**config.mk**
```make
export PLATFORM = sky130hd
export DESIGN_NAME = encoder_fault_monitor_top_flat
export DESIGN_NICKNAME = d
export VERILOG_FILES = /design/src/design/efm_pkg.sv /design/src/design/efm_if.sv /design/src/design/efm_lane.sv /design/src/design/efm_merge.sv /design/src/design/encoder_fault_monitor_top.sv /design/src/flat_wrapper.sv
export VERILOG_INCLUDE_DIRS = /design/src /design/src/design
export SDC_FILE = /design/constraint.sdc
export NUM_CORES = 1
export LEC_CHECK = 0
export BUFFER_PORTS_ARGS = -buffer_cell sky130_fd_sc_hd__buf_2
export CAP_MARGIN = 20
export CORE_ASPECT_RATIO = 0.9
export CORE_MARGIN = 3
export CORE_UTILIZATION = 30
export DETAILED_ROUTE_END_ITERATION = 10
export SLEW_MARGIN = 5
export SYNTH_ARGS = -nofsm -noshare
export SYNTH_HDL_FRONTEND = slang
export SYNTH_SLANG_ARGS = --single-unit
```
**constraint.sdc**
```tcl
create_clock -name clk -period 10.55 [get_ports clk]
set_clock_uncertainty 0.15 [all_clocks]
set_input_delay 1.055 -clock clk [delete_from_list [all_inputs] [get_ports clk]]
set_output_delay 1.055 -clock clk [all_outputs]
set_load 0.005 [all_outputs]
```
**src/design/encoder_fault_monitor_top_assert.svh**
```systemverilog
// Assertion macros used by the encoder fault monitor top level.
`ifndef ENCODER_FAULT_MONITOR_TOP_ASSERT_SVH
`define ENCODER_FAULT_MONITOR_TOP_ASSERT_SVH

// Same-cycle implication, sampled on clk, off while rst_n is low.
`define EFM_ASSERT_IMP(label, ante, cons, msg) \
    label: assert property (@(posedge clk) disable iff (!rst_n) (ante) |-> (cons)) \
        else $error(msg);

// Next-cycle implication, sampled on clk, off while rst_n is low.
`define EFM_ASSERT_NXT(label, ante, cons, msg) \
    label: assert property (@(posedge clk) disable iff (!rst_n) (ante) |=> (cons)) \
        else $error(msg);

`endif

```
**src/design/efm_pkg.sv**
```systemverilog
// Types and constants of the encoder fault monitor.
package efm_pkg;

    localparam int DRIVE_W  = 8;
    localparam int COUNT_W  = 8;
    localparam int THRESH_W = 7;
    localparam int MASK_W   = 8;
    localparam int LOOP_W   = 8;
    localparam int CFG_IDX_W  = 1;
    localparam int CFG_DATA_W = 8;

    localparam logic [THRESH_W-1:0] THRESH_RESET = 7'd30;
    localparam logic [MASK_W-1:0]   MASK_RESET   = 8'h03;
    localparam logic [COUNT_W-1:0]  FAULT_MAX    = 8'd255;

    localparam logic [CFG_IDX_W-1:0] CFG_SPEED_THRESHOLD = 1'b0;
    localparam logic [CFG_IDX_W-1:0] CFG_DECAY_MASK      = 1'b1;

    // Per-tick control shared by both wheel lanes.
    typedef struct packed {
        logic                accept;
        logic                disabled;
        logic                clear;
        logic                decay;
        logic [THRESH_W-1:0] threshold;
    } tick_ctl_t;

    typedef struct packed {
        logic [COUNT_W-1:0] left_count;
        logic [COUNT_W-1:0] right_count;
    } result_t;

endpackage

```
**src/design/efm_if.sv**
```systemverilog
// Valid/ready channel interfaces for ticks and fault-count results.
interface efm_tick_if import efm_pkg::*; ();
    logic                      valid;
    logic                      ready;
    logic signed [DRIVE_W-1:0] left_drive;
    logic signed [DRIVE_W-1:0] right_drive;
    logic                      left_pulses_seen;
    logic                      left_dir_reverse;
    logic                      right_pulses_seen;
    logic                      right_dir_reverse;
    logic                      robot_disabled;
    logic                      first_enabled_tick;
    logic [LOOP_W-1:0]         loop_count;

    modport source (
        output valid, left_drive, right_drive, left_pulses_seen, left_dir_reverse,
               right_pulses_seen, right_dir_reverse, robot_disabled,
               first_enabled_tick, loop_count,
        input  ready
    );
    modport sink (
        input  valid, left_drive, right_drive, left_pulses_seen, left_dir_reverse,
               right_pulses_seen, right_dir_reverse, robot_disabled,
               first_enabled_tick, loop_count,
        output ready
    );
endinterface

interface efm_result_if import efm_pkg::*; ();
    logic               valid;
    logic               ready;
    logic [COUNT_W-1:0] left_fault_count;
    logic [COUNT_W-1:0] right_fault_count;

    modport source (
        output valid, left_fault_count, right_fault_count,
        input  ready
    );
    modport sink (
        input  valid, left_fault_count, right_fault_count,
        output ready
    );
endinterface

```
**src/design/efm_lane.sv**
```systemverilog
// One wheel lane: fault detection and the saturating fault counter.
module efm_lane import efm_pkg::*; (
    input  logic                      clk,
    input  logic                      rst_n,
    input  tick_ctl_t                 ctl,
    input  logic signed [DRIVE_W-1:0] drive,
    input  logic                      pulses_seen,
    input  logic                      dir_reverse,
    output logic [COUNT_W-1:0]        count,
    output logic [COUNT_W-1:0]        count_next
);

    logic [COUNT_W-1:0] count_reg;
    logic               reverse;
    logic [DRIVE_W-1:0] magnitude;
    logic               fault;
    logic [COUNT_W-1:0] risen;

    // Magnitude of the most negative drive wraps to 128, still correct unsigned.
    assign reverse   = drive[DRIVE_W-1];
    assign magnitude = reverse ? DRIVE_W'(-drive) : DRIVE_W'(drive);
    assign fault     = (magnitude > {{(DRIVE_W-THRESH_W){1'b0}}, ctl.threshold})
                    && (!pulses_seen || (reverse != dir_reverse));

    always_comb
    begin
        risen = (fault && (count_reg != FAULT_MAX)) ? count_reg + 1'b1 : count_reg;
        priority if (ctl.disabled)
        begin
            count_next = count_reg;
        end
        else if (ctl.clear)
        begin
            count_next = '0;
        end
        else if (ctl.decay && (risen != '0))
        begin
            count_next = risen - 1'b1;
        end
        else
        begin
            count_next = risen;
        end
    end

    always_ff @(posedge clk or negedge rst_n)
    begin
        if (!rst_n)
        begin
            count_reg <= '0;
        end
        else if (ctl.accept)
        begin
            count_reg <= count_next;
        end
    end

    assign count = count_reg;

endmodule

```
**src/design/efm_merge.sv**
```systemverilog
// Merge stage: joins both lane counts into one result, output register plus skid.
module efm_merge import efm_pkg::*; (
    input  logic      clk,
    input  logic      rst_n,
    input  logic      push,
    input  result_t   data,
    output logic      push_ready,
    output logic      res_valid,
    input  logic      res_ready,
    output result_t   res_data
);

    logic    out_valid_reg;
    logic    skid_valid_reg;
    result_t out_data_reg;
    result_t skid_data_reg;
    logic    slot_free;

    assign slot_free  = !out_valid_reg || res_ready;
    assign push_ready = !skid_valid_reg;

    always_ff @(posedge clk or negedge rst_n)
    begin
        if (!rst_n)
        begin
            out_valid_reg  <= 1'b0;
            skid_valid_reg <= 1'b0;
        end
        else if (slot_free)
        begin
            // Drain the skid first; a push cannot happen while it is full.
            out_valid_reg  <= skid_valid_reg || push;
            skid_valid_reg <= 1'b0;
        end
        else if (push)
        begin
            skid_valid_reg <= 1'b1;
        end
    end

    always_ff @(posedge clk)
    begin
        if (slot_free)
        begin
            out_data_reg <= skid_valid_reg ? skid_data_reg : data;
        end
        else if (push)
        begin
            skid_data_reg <= data;
        end
    end

    assign res_valid = out_valid_reg;
    assign res_data  = out_data_reg;

endmodule

```
**src/design/encoder_fault_monitor_top.sv**
```systemverilog
// Encoder fault monitor top level: two wheel lanes, config registers, result merge.
// A transferred tick's result is registered in the output register, or in the skid while
// that register holds an untaken result. Throughput: one tick per cycle while the skid
// is empty; the lanes update their counters in the accept cycle.
// A two-entry output stage (register plus skid) keeps ticks flowing while a result waits.
// Reset (rst_n, async, active low): counters cleared, threshold 30, decay mask 3, no result.
`include "encoder_fault_monitor_top_assert.svh"

module encoder_fault_monitor_top import efm_pkg::*; (
    input  logic                  clk,
    input  logic                  rst_n,
    efm_tick_if.sink              tick,
    efm_result_if.source          result,
    input  logic                  cfg_we,
    input  logic [CFG_IDX_W-1:0]  cfg_index,
    input  logic [CFG_DATA_W-1:0] cfg_wdata
);

    logic [THRESH_W-1:0] thresh_reg;
    logic [MASK_W-1:0]   mask_reg;
    tick_ctl_t           ctl;
    logic                accept;
    logic                push_ready;
    logic [COUNT_W-1:0]  left_count;
    logic [COUNT_W-1:0]  right_count;
    result_t             lane_result;
    result_t             out_data;

    // Configuration writes: each index maps to one register, truncate to its width.
    always_ff @(posedge clk or negedge rst_n)
    begin
        if (!rst_n)
        begin
            thresh_reg <= THRESH_RESET;
            mask_reg   <= MASK_RESET;
        end
        else if (cfg_we)
        begin
            unique case (cfg_index)
                CFG_SPEED_THRESHOLD: thresh_reg <= cfg_wdata[THRESH_W-1:0];
                CFG_DECAY_MASK:      mask_reg   <= cfg_wdata[MASK_W-1:0];
                default:             ;
            endcase
        end
    end

    // A tick is taken whenever the skid slot is empty, even if a result is waiting.
    assign tick.ready = push_ready;
    assign accept     = tick.valid && push_ready;

    // Tick control shared by both lanes; decay on ticks where the masked loop count is zero.
    assign ctl.accept    = accept;
    assign ctl.disabled  = tick.robot_disabled;
    assign ctl.clear     = tick.first_enabled_tick;
    assign ctl.decay     = (tick.loop_count & mask_reg) == '0;
    assign ctl.threshold = thresh_reg;

    efm_lane u_left_lane (
        .clk         (clk),
        .rst_n       (rst_n),
        .ctl         (ctl),
        .drive       (tick.left_drive),
        .pulses_seen (tick.left_pulses_seen),
        .dir_reverse (tick.left_dir_reverse),
        .count       (left_count),
        .count_next  (lane_result.left_count)
    );

    efm_lane u_right_lane (
        .clk         (clk),
        .rst_n       (rst_n),
        .ctl         (ctl),
        .drive       (tick.right_drive),
        .pulses_seen (tick.right_pulses_seen),
        .dir_reverse (tick.right_dir_reverse),
        .count       (right_count),
        .count_next  (lane_result.right_count)
    );

    // Merge both lane counts into one result and hold it until transferred.
    efm_merge u_merge (
        .clk        (clk),
        .rst_n      (rst_n),
        .push       (accept),
        .data       (lane_result),
        .push_ready (push_ready),
        .res_valid  (result.valid),
        .res_ready  (result.ready),
        .res_data   (out_data)
    );

    assign result.left_fault_count  = out_data.left_count;
    assign result.right_fault_count = out_data.right_count;

    // A full skid means the output register holds an untaken result.
    `EFM_ASSERT_IMP(a_skid_implies_out, !tick.ready, result.valid,
        "skid full while output register empty")
    // Counters move only on a transferred tick.
    `EFM_ASSERT_NXT(a_hold_idle, !accept,
        $stable(left_count) && $stable(right_count), "counter changed without a tick")
    // A disabled tick leaves both counters alone.
    `EFM_ASSERT_NXT(a_hold_disabled, accept && tick.robot_disabled,
        $stable(left_count) && $stable(right_count), "disabled tick changed a counter")
    // The first enabled tick clears both counters.
    `EFM_ASSERT_NXT(a_clear_first, accept && !tick.robot_disabled
        && tick.first_enabled_tick, (left_count == '0) && (right_count == '0),
        "first enabled tick did not clear counters")

endmodule

```
**src/flat_wrapper.sv**
```systemverilog
// flat-port wrapper written by rule: the top's interface ports become plain ports
module encoder_fault_monitor_top_flat import efm_pkg::*;
  (clk, rst_n, cfg_we, cfg_index, cfg_wdata, tick_valid, tick_left_drive, tick_right_drive, tick_left_pulses_seen, tick_left_dir_reverse, tick_right_pulses_seen, tick_right_dir_reverse, tick_robot_disabled, tick_first_enabled_tick, tick_loop_count, tick_ready, result_valid, result_left_fault_count, result_right_fault_count, result_ready);
  efm_tick_if tick_i ();
  efm_result_if result_i ();
  input  logic clk;
  input  logic rst_n;
  input  logic cfg_we;
  input  logic [CFG_IDX_W-1:0] cfg_index;
  input  logic [CFG_DATA_W-1:0] cfg_wdata;
  input wire logic [$bits(tick_i.valid)-1:0] tick_valid;
  input wire logic [$bits(tick_i.left_drive)-1:0] tick_left_drive;
  input wire logic [$bits(tick_i.right_drive)-1:0] tick_right_drive;
  input wire logic [$bits(tick_i.left_pulses_seen)-1:0] tick_left_pulses_seen;
  input wire logic [$bits(tick_i.left_dir_reverse)-1:0] tick_left_dir_reverse;
  input wire logic [$bits(tick_i.right_pulses_seen)-1:0] tick_right_pulses_seen;
  input wire logic [$bits(tick_i.right_dir_reverse)-1:0] tick_right_dir_reverse;
  input wire logic [$bits(tick_i.robot_disabled)-1:0] tick_robot_disabled;
  input wire logic [$bits(tick_i.first_enabled_tick)-1:0] tick_first_enabled_tick;
  input wire logic [$bits(tick_i.loop_count)-1:0] tick_loop_count;
  output wire logic [$bits(tick_i.ready)-1:0] tick_ready;
  output wire logic [$bits(result_i.valid)-1:0] result_valid;
  output wire logic [$bits(result_i.left_fault_count)-1:0] result_left_fault_count;
  output wire logic [$bits(result_i.right_fault_count)-1:0] result_right_fault_count;
  input wire logic [$bits(result_i.ready)-1:0] result_ready;
  assign tick_i.valid = tick_valid;
  assign tick_i.left_drive = tick_left_drive;
  assign tick_i.right_drive = tick_right_drive;
  assign tick_i.left_pulses_seen = tick_left_pulses_seen;
  assign tick_i.left_dir_reverse = tick_left_dir_reverse;
  assign tick_i.right_pulses_seen = tick_right_pulses_seen;
  assign tick_i.right_dir_reverse = tick_right_dir_reverse;
  assign tick_i.robot_disabled = tick_robot_disabled;
  assign tick_i.first_enabled_tick = tick_first_enabled_tick;
  assign tick_i.loop_count = tick_loop_count;
  assign tick_ready = tick_i.ready;
  assign result_valid = result_i.valid;
  assign result_left_fault_count = result_i.left_fault_count;
  assign result_right_fault_count = result_i.right_fault_count;
  assign result_i.ready = result_ready;
  encoder_fault_monitor_top u_core (.clk(clk), .rst_n(rst_n), .tick(tick_i), .result(result_i), .cfg_we(cfg_we), .cfg_index(cfg_index), .cfg_wdata(cfg_wdata));
endmodule
```
==> results.toml, run 1 <==
[run_status]
outcome = "finished, final reports clean"

[drt]
vias = 3779
wl_per_cell_um = 15.3
first_pass_iters = 5
ant_nets = 0
drt_iter0_drc = 252
drc = 0
viasPerCell = 5.16
wl_mm = 11.2

[clock_tree]
tritoncts = "yes"
clk_pin_slew_ps = 50
clkLatencyLatePin_ps = 340
htree_levels = 3
cts-hold-fix-buffers = 0
cts_sinks = 65
clock-root-buffer = "clkbuf_16"
cts_buffer_depth = 2
post_cts_resized = 0
cts_buffers = 9
post_cts.repair.setup_buffers = 0

[logic_synthesis]
synth_fp_nets = 547
synth_warnings = 0
synth_simple_gate_area_share_pct = 22.1
synthTopCellsByArea = "edfxtp_1, dfrtp_1, ha_1"
ys_types = 77
synthDominantCellAreaShare_pct = 21.0
yosysTopAreaCell = "edfxtp_1"
synth-compound-area-share_pct = 15.7
syn_avg_cell_area_um2 = 9.52
synth_top_family_by_area = "simple AND/OR/NAND/NOR gates"
synthArstFlopShare_pct = 50.8
synth-edff-count = 32
synth-main-ff-cell = "edfxtp_1"
synth-xor-area-share_pct = 5.55
synth-seq-cells = 65
synthesis.area_um2 = 4580
yosys-mux-area-fraction_pct = 7.35
synthCells = 481
synthAdderAreaFrac_pct = 6.01
ys_seq_area_share_pct = 39.2

[critical_path]
critical_path_buf_inv_count = 1
path_class = "in -> reg"
rr_worst_depth = 16
startpoint_type = "input port"
worstSetupEndpointType = "register"
path_cells = "buf_2 -> or3_1 -> o31ai_1 -> xnor2_1 -> ha_1 -> nand3_1 -> a211oi_1 -> o21ai_1 -> nor2_1 -> mux2i_1 -> ha_1 -> nand2_1 -> or4_1 -> a22o_1 -> o21ai_1 -> xor2_1 -> mux2i_1 -> a31oi_1"
rr_startpoint = "u_core.thresh_reg[1]"
reg2reg_slack_ps = 5780
slowest_delay_ps = 420
cpMaxStageDelayCell = "or3_1"
critPathLaunch = "tick_left_drive[2]"
timing.rr.end = "u_core.u_merge.res_data[8]"
critical_path_peak_fanout = 5
critical_path_arrival_ps = 5640
cp_top_family = "compound AO/OA/AOI/OAI gates"
cp.required_ps = 10440

[min_path]
whs_endpoint = "u_core.mask_reg[6]"
hold_start = "u_core.mask_reg[6]"
hold_class = "reg -> reg"
holdPathStages = 1

[die]
die_h_um = 123
dieArea_um2 = 16800
rows = 42
die_w_um = 136
boundaryPins = 62
core_um2 = 14800
start_util_pct = 30.9

[grt]
grt_pass1_wl_mm = 18.4
gr-total-overflow = 0
antenna_found_initial = 0
grt_util_met2_pct = 23.3
grt_pass1_vias = 3751
busiest_layer = "met2"
grt_max_degree = 34
met3_usage_pct = 3.17
grtUsageMet1_pct = 17.5
grt_usage_pct = 14.0

[timing]
fin_crit_ps = 5750
period_share_pct = 54.5
setup_ws_ps = 4800
maxSlewViolCount = 0
hold_viol_final = 0
finalSetupTns_ps = 0
tightest_slew_ps = 915
max_freq_mhz = 174
finalSetupViolations = 0
max_slew_margin_pct = 39.0
rsz0062_at_grt = "false"

[cells_and_area]
nets = 596
drive_gt1_share_pct = 23.0
final_util_pct = 36.0
final_cell_count_no_fill = 733
area_delta_synth_final_pct = 16.6
n_antenna_cell = 0

[placement]
port_buffers = 61
place_ws_ps = 4500
hpwlAfterDp_mm = 8.47
routabilityCongestion = 0.893
placed_cells = 717

[flow_run]
drv_cap = 0

[power]
power_density_nw_per_um2 = 192
irDropWorstVdd_v = 0.0000860
p_total_mw = 1.02
p_leak_nw = 2.19
==> power by group <==
part           switching [mW]  leakage [nW]  internal (mW)
Sequential             0.0496         0.727          0.319
Combinational           0.185          1.31          0.147
Clock                   0.115         0.153          0.209
Total                   0.349          2.19          0.674
==> stage by stage <==
stage | hold WS, ps | cell area (µm²)
after floorplan | 330 | 4580
after global placement | 338 | 5010
after detailed placement | 345 | 5010
after CTS | 359 | 5340
after global routing | 375 | 5340
final | 356 | 5340
==> cell families (layout without fill, tap and decap cells) <==
kind of cell | count (synthesis) | in the layout
simple gates | 192 | 192
compound gates | 101 | 101
flops | 65 | 65
buf+inv | 41 | 95
mux | 31 | 31
xor+xnor | 29 | 29
fa+ha+maj | 22 | 22
==> synthesized netlist by cell type, types with 10 or more instances <==
library cell / instances
edfxtp_1: 32
o21ai_0: 28
clkbuf_1: 16
dfrtp_1: 27
nand2_1: 64
inv_1: 17
mux2_2: 17
mux2i_1: 13
nand3_1: 15
nor2_1: 33
ha_1: 22
xnor2_1: 24
a21oi_1: 10
or3_1: 10
==> worst reg2reg max path, delay by kind of cell (launching register included) <==
kind | cells | cell delay (ps)
flip-flops | 1 | 510
buffers and inverters | 1 | 70
AND/OR/NAND/NOR | 4 | 940
XOR/XNOR | 1 | 320
adder cells (fa/ha/maj) | 2 | 500
multiplexers | 2 | 610
AO/OA/AOI/OAI | 6 | 1360
==> how the worst max path moves through the flow <==
stage | to | slack, ps | cells past startpoint
CTS | u_core.u_merge.res_data[8] | 4820 | 18
finish | u_core.u_merge.res_data[8] | 4800 | 18
global placement | u_core.u_merge.res_data[10] | 4740 | 19
floorplan | u_core.u_merge.res_data[15] | 5190 | 18
global route | u_core.u_merge.res_data[10] | 4410 | 18
detailed placement | u_core.u_merge.res_data[8] | 4500 | 18
==> placed cells by master (no fill, tap or decap), types with 13 or more instances in the layout <==
master    Yosys  routed
buf_2         2      61
mux2i_1      13      13
edfxtp_1     32      32
mux2_2       17      17
inv_1        17      17
o21ai_0      28      28
nand2_1      64      64
dfrtp_1      27      27
nand3_1      15      15
xnor2_1      24      24
nor2_1       33      33
ha_1         22      22
==> metal layers <==
metal	routed length, µm	vias to the layer above
li1	-	1865
met1	5030	1821
met2	5490	71
met3	418	22
met4	284	0
met5	0	-
==> final cells by class <==
cell class,instances,area [µm²]
fill,1510,9480
tap,198,248
sequential,65,1790
clock inverter,7,101
inverter,17,63.8
clock buffer,9,225
multi-input combinational,375,2590
timing repair buffer,62,313
Note: power is estimated with default switching activity, not from simulation.
==> inputs of run 2 (changes only) <==
--- a/config.mk
+++ b/config.mk
@@ -6,6 +6,7 @@
 export SDC_FILE = /design/constraint.sdc
 export NUM_CORES = 1
 export LEC_CHECK = 0
+export ABC_AREA = 1
 export BUFFER_PORTS_ARGS = -buffer_cell sky130_fd_sc_hd__buf_2
 export CAP_MARGIN = 20
 export CORE_ASPECT_RATIO = 0.9
==> constraint.sdc (replaced) <==
create_clock -name clk -period 5.65 [get_ports clk]
set_clock_uncertainty 0.15 [all_clocks]
set_input_delay 0.565 -clock clk [delete_from_list [all_inputs] [get_ports clk]]
set_output_delay 0.565 -clock clk [all_outputs]
set_load 0.005 [all_outputs]
==> results.toml, run 2 <==
[logic_synthesis]
synth-main-ff-cell = "edfxtp_1"
synthDominantCellAreaShare_pct = 20.6
synthArstFlopShare_pct = 50.8
yosysMostFrequentCell = "nand2_1"
synth-seq-cells = 65
synth_fp_nets = 685
synth_top_cells_by_count = "nand2_1, inv_1, nand3_1"
synth-edff-count = 32
yosysTopAreaCell = "edfxtp_1"
synthCells = 619
syn_avg_cell_area_um2 = 7.52
ys_types = 40
synth_warnings = 0
synthesis.area_um2 = 4660
ys_seq_area_share_pct = 38.5
synthTopCellsByArea = "edfxtp_1, nand2_1, dfrtp_1"

[clock_tree]
cts_buffer_depth = 2
tritoncts = "yes"
cts_sinks = 65
clk_pin_slew_ps = 60
cts-hold-fix-buffers = 0
post_cts.repair.setup_buffers = 0
clock-root-buffer = "clkbuf_16"
cts_buffers = 9
clkLatencyLatePin_ps = 340
htree_levels = 3
post_cts_resized = 0

[flow_run]
drv_cap = 0

[min_path]
hold_class = "in -> async"

[timing]
setup_ws_ps = 1730
finalSetupViolations = 0
max_freq_mhz = 255
maxSlewViolCount = 0
finalSetupTns_ps = 0
fin_crit_ps = 3920
max_slew_margin_pct = 41.7
hold_viol_final = 0
tightest_slew_ps = 874
rsz0062_at_grt = "false"
period_share_pct = 69.3

[power]
irDropWorstVdd_v = 0.000142
p_int_mw = 1.12
p_seq_share_pct = 35.1
p_clk_share_pct = 27.8
switching_power_uw = 711
comb_power_share_pct = 37.0
power_density_nw_per_um2 = 335
p_leak_nw = 2.85
switching_share_pct = 38.8

[critical_path]
startpoint_type = "input port"
critical_path_peak_fanout = 10
path_class = "in -> reg"
critical_path_arrival_ps = 3850
cp.required_ps = 5590
worstSetupEndpointType = "register"
reg2reg_slack_ps = 2170
slowest_delay_ps = 270
path_common_cell = "nand2_1"
cpMaxStageDelayCell = "ha_1"

[grt]
grt_pass1_wl_mm = 18.4
grt_max_degree = 34
gr-total-overflow = 0
grt_usage_pct = 13.9
antenna_found_initial = 0
grt_pass1_vias = 3884

[cells_and_area]
drive_gt1_share_pct = 21.9
nets = 749
area_delta_synth_final_pct = 17.3
layout_common_cells = "nand2_1, inv_1, buf_2"
multiInputGateArea_um2 = 2510
fill_cells = 1572
n_antenna_cell = 0
final_cell_count_no_fill = 886
seqCellArea_um2 = 1790
layout_commonest_cell = "nand2_1"

[die]
die_w_um = 137
rows = 42
core_um2 = 14900
dieArea_um2 = 17100
boundaryPins = 62
die_h_um = 124
start_util_pct = 31.2

[placement]
place_ws_ps = 1380
hpwlAfterDp_mm = 8.48
routabilityCongestion = 0.834
port_buffers = 61
placed_cells = 870

[drt]
ant_nets = 0
wl_per_cell_um = 12.8
drc = 0
first_pass_iters = 5
wl_mm = 11.3
viasPerCell = 4.61
drt_iter0_drc = 258
vias = 4088

[run_status]
outcome = "finished, final reports clean"
run 2: stage by stage:
stage | power, mW | area, µm² | hold WS (ps) | utilization [%]
2_1_floorplan | 1.15 | 4660 | 119 | -
3_3_place_gp | 1.33 | 5180 | 322 | 34.7
3_5_place_dp | 1.33 | 5190 | 326 | 34.8
4_1_cts | 1.85 | 5460 | 214 | 36.6
5_1_grt | 1.98 | 5460 | 261 | 36.6
6_report | 1.83 | 5460 | 195 | 36.6
run 2: per-layer routing:
metal | track usage [%] | vias to the layer above | routed length [µm]
met2 | 23.7 | 73 | 5580
met5 | 0 | - | 0
met3 | 3.19 | 10 | 434
met1 | 17.2 | 1889 | 5130
li1 | - | 2116 | -
met4 | 4.86 | 0 | 158
run 2: critical path, delay by kind of cell:
| kind | cells | cell delay [ps] |
|---|---|---|
| and+or+nand+nor | 19 | 1770 |
| adders and majority gates | 3 | 640 |
| xor gates and xnor gates | 2 | 410 |
| buffers and inverters | 5 | 370 |
| AOI/OAI and AO/OA | 1 | 100 |
run 2: power groups by stage:
stage          sequential (mW)  combinational, mW  clock, mW
2_1_floorplan            0.631              0.522          0
3_3_place_gp             0.652              0.676          0
3_5_place_dp             0.652              0.676          0
4_1_cts                  0.644              0.680      0.528
5_1_grt                  0.652              0.782      0.547
6_report                 0.643              0.678      0.510
run 2: final timing paths:
| kind | cells past startpoint | to | start |
|---|---|---|---|
| min in group clk | 3 | u_core.u_merge.res_valid | tick_valid |
| max in group asynchronous | 1 | u_core.u_right_lane.count[5] | rst_n |
| worst min-delay path | 1 | u_core.u_left_lane.count[3] | rst_n |
| worst max register to register | 24 | u_core.u_merge.res_data[14] | u_core.thresh_reg[4] |
| worst max-delay path | 30 | u_core.u_merge.res_data[14] | tick_left_drive[0] |
| worst min register to register | 2 | u_core.mask_reg[5] | u_core.mask_reg[5] |
run 2: final cells by class:
cell class              instances  area share [%]
inverters                      80            5.50
clock inverters                 7           0.871
flip-flops and latches         65            32.9
repair buffers                 65            6.21
clock buffers                   9            4.12
multi-input cells             462            45.9
well taps                     198            4.54
run 2: logic make-up after synthesis:
group / Yosys count / synth area share (%)
and+or+nand+nor: 385 / 39.0
DFF: 65 / 38.5
adders and majority gates: 22 / 5.91
xor gates and xnor gates: 21 / 4.11
AOI/OAI and AO/OA: 33 / 4.38
muxes: 1 / 0.242
buffers and inverters: 92 / 7.77
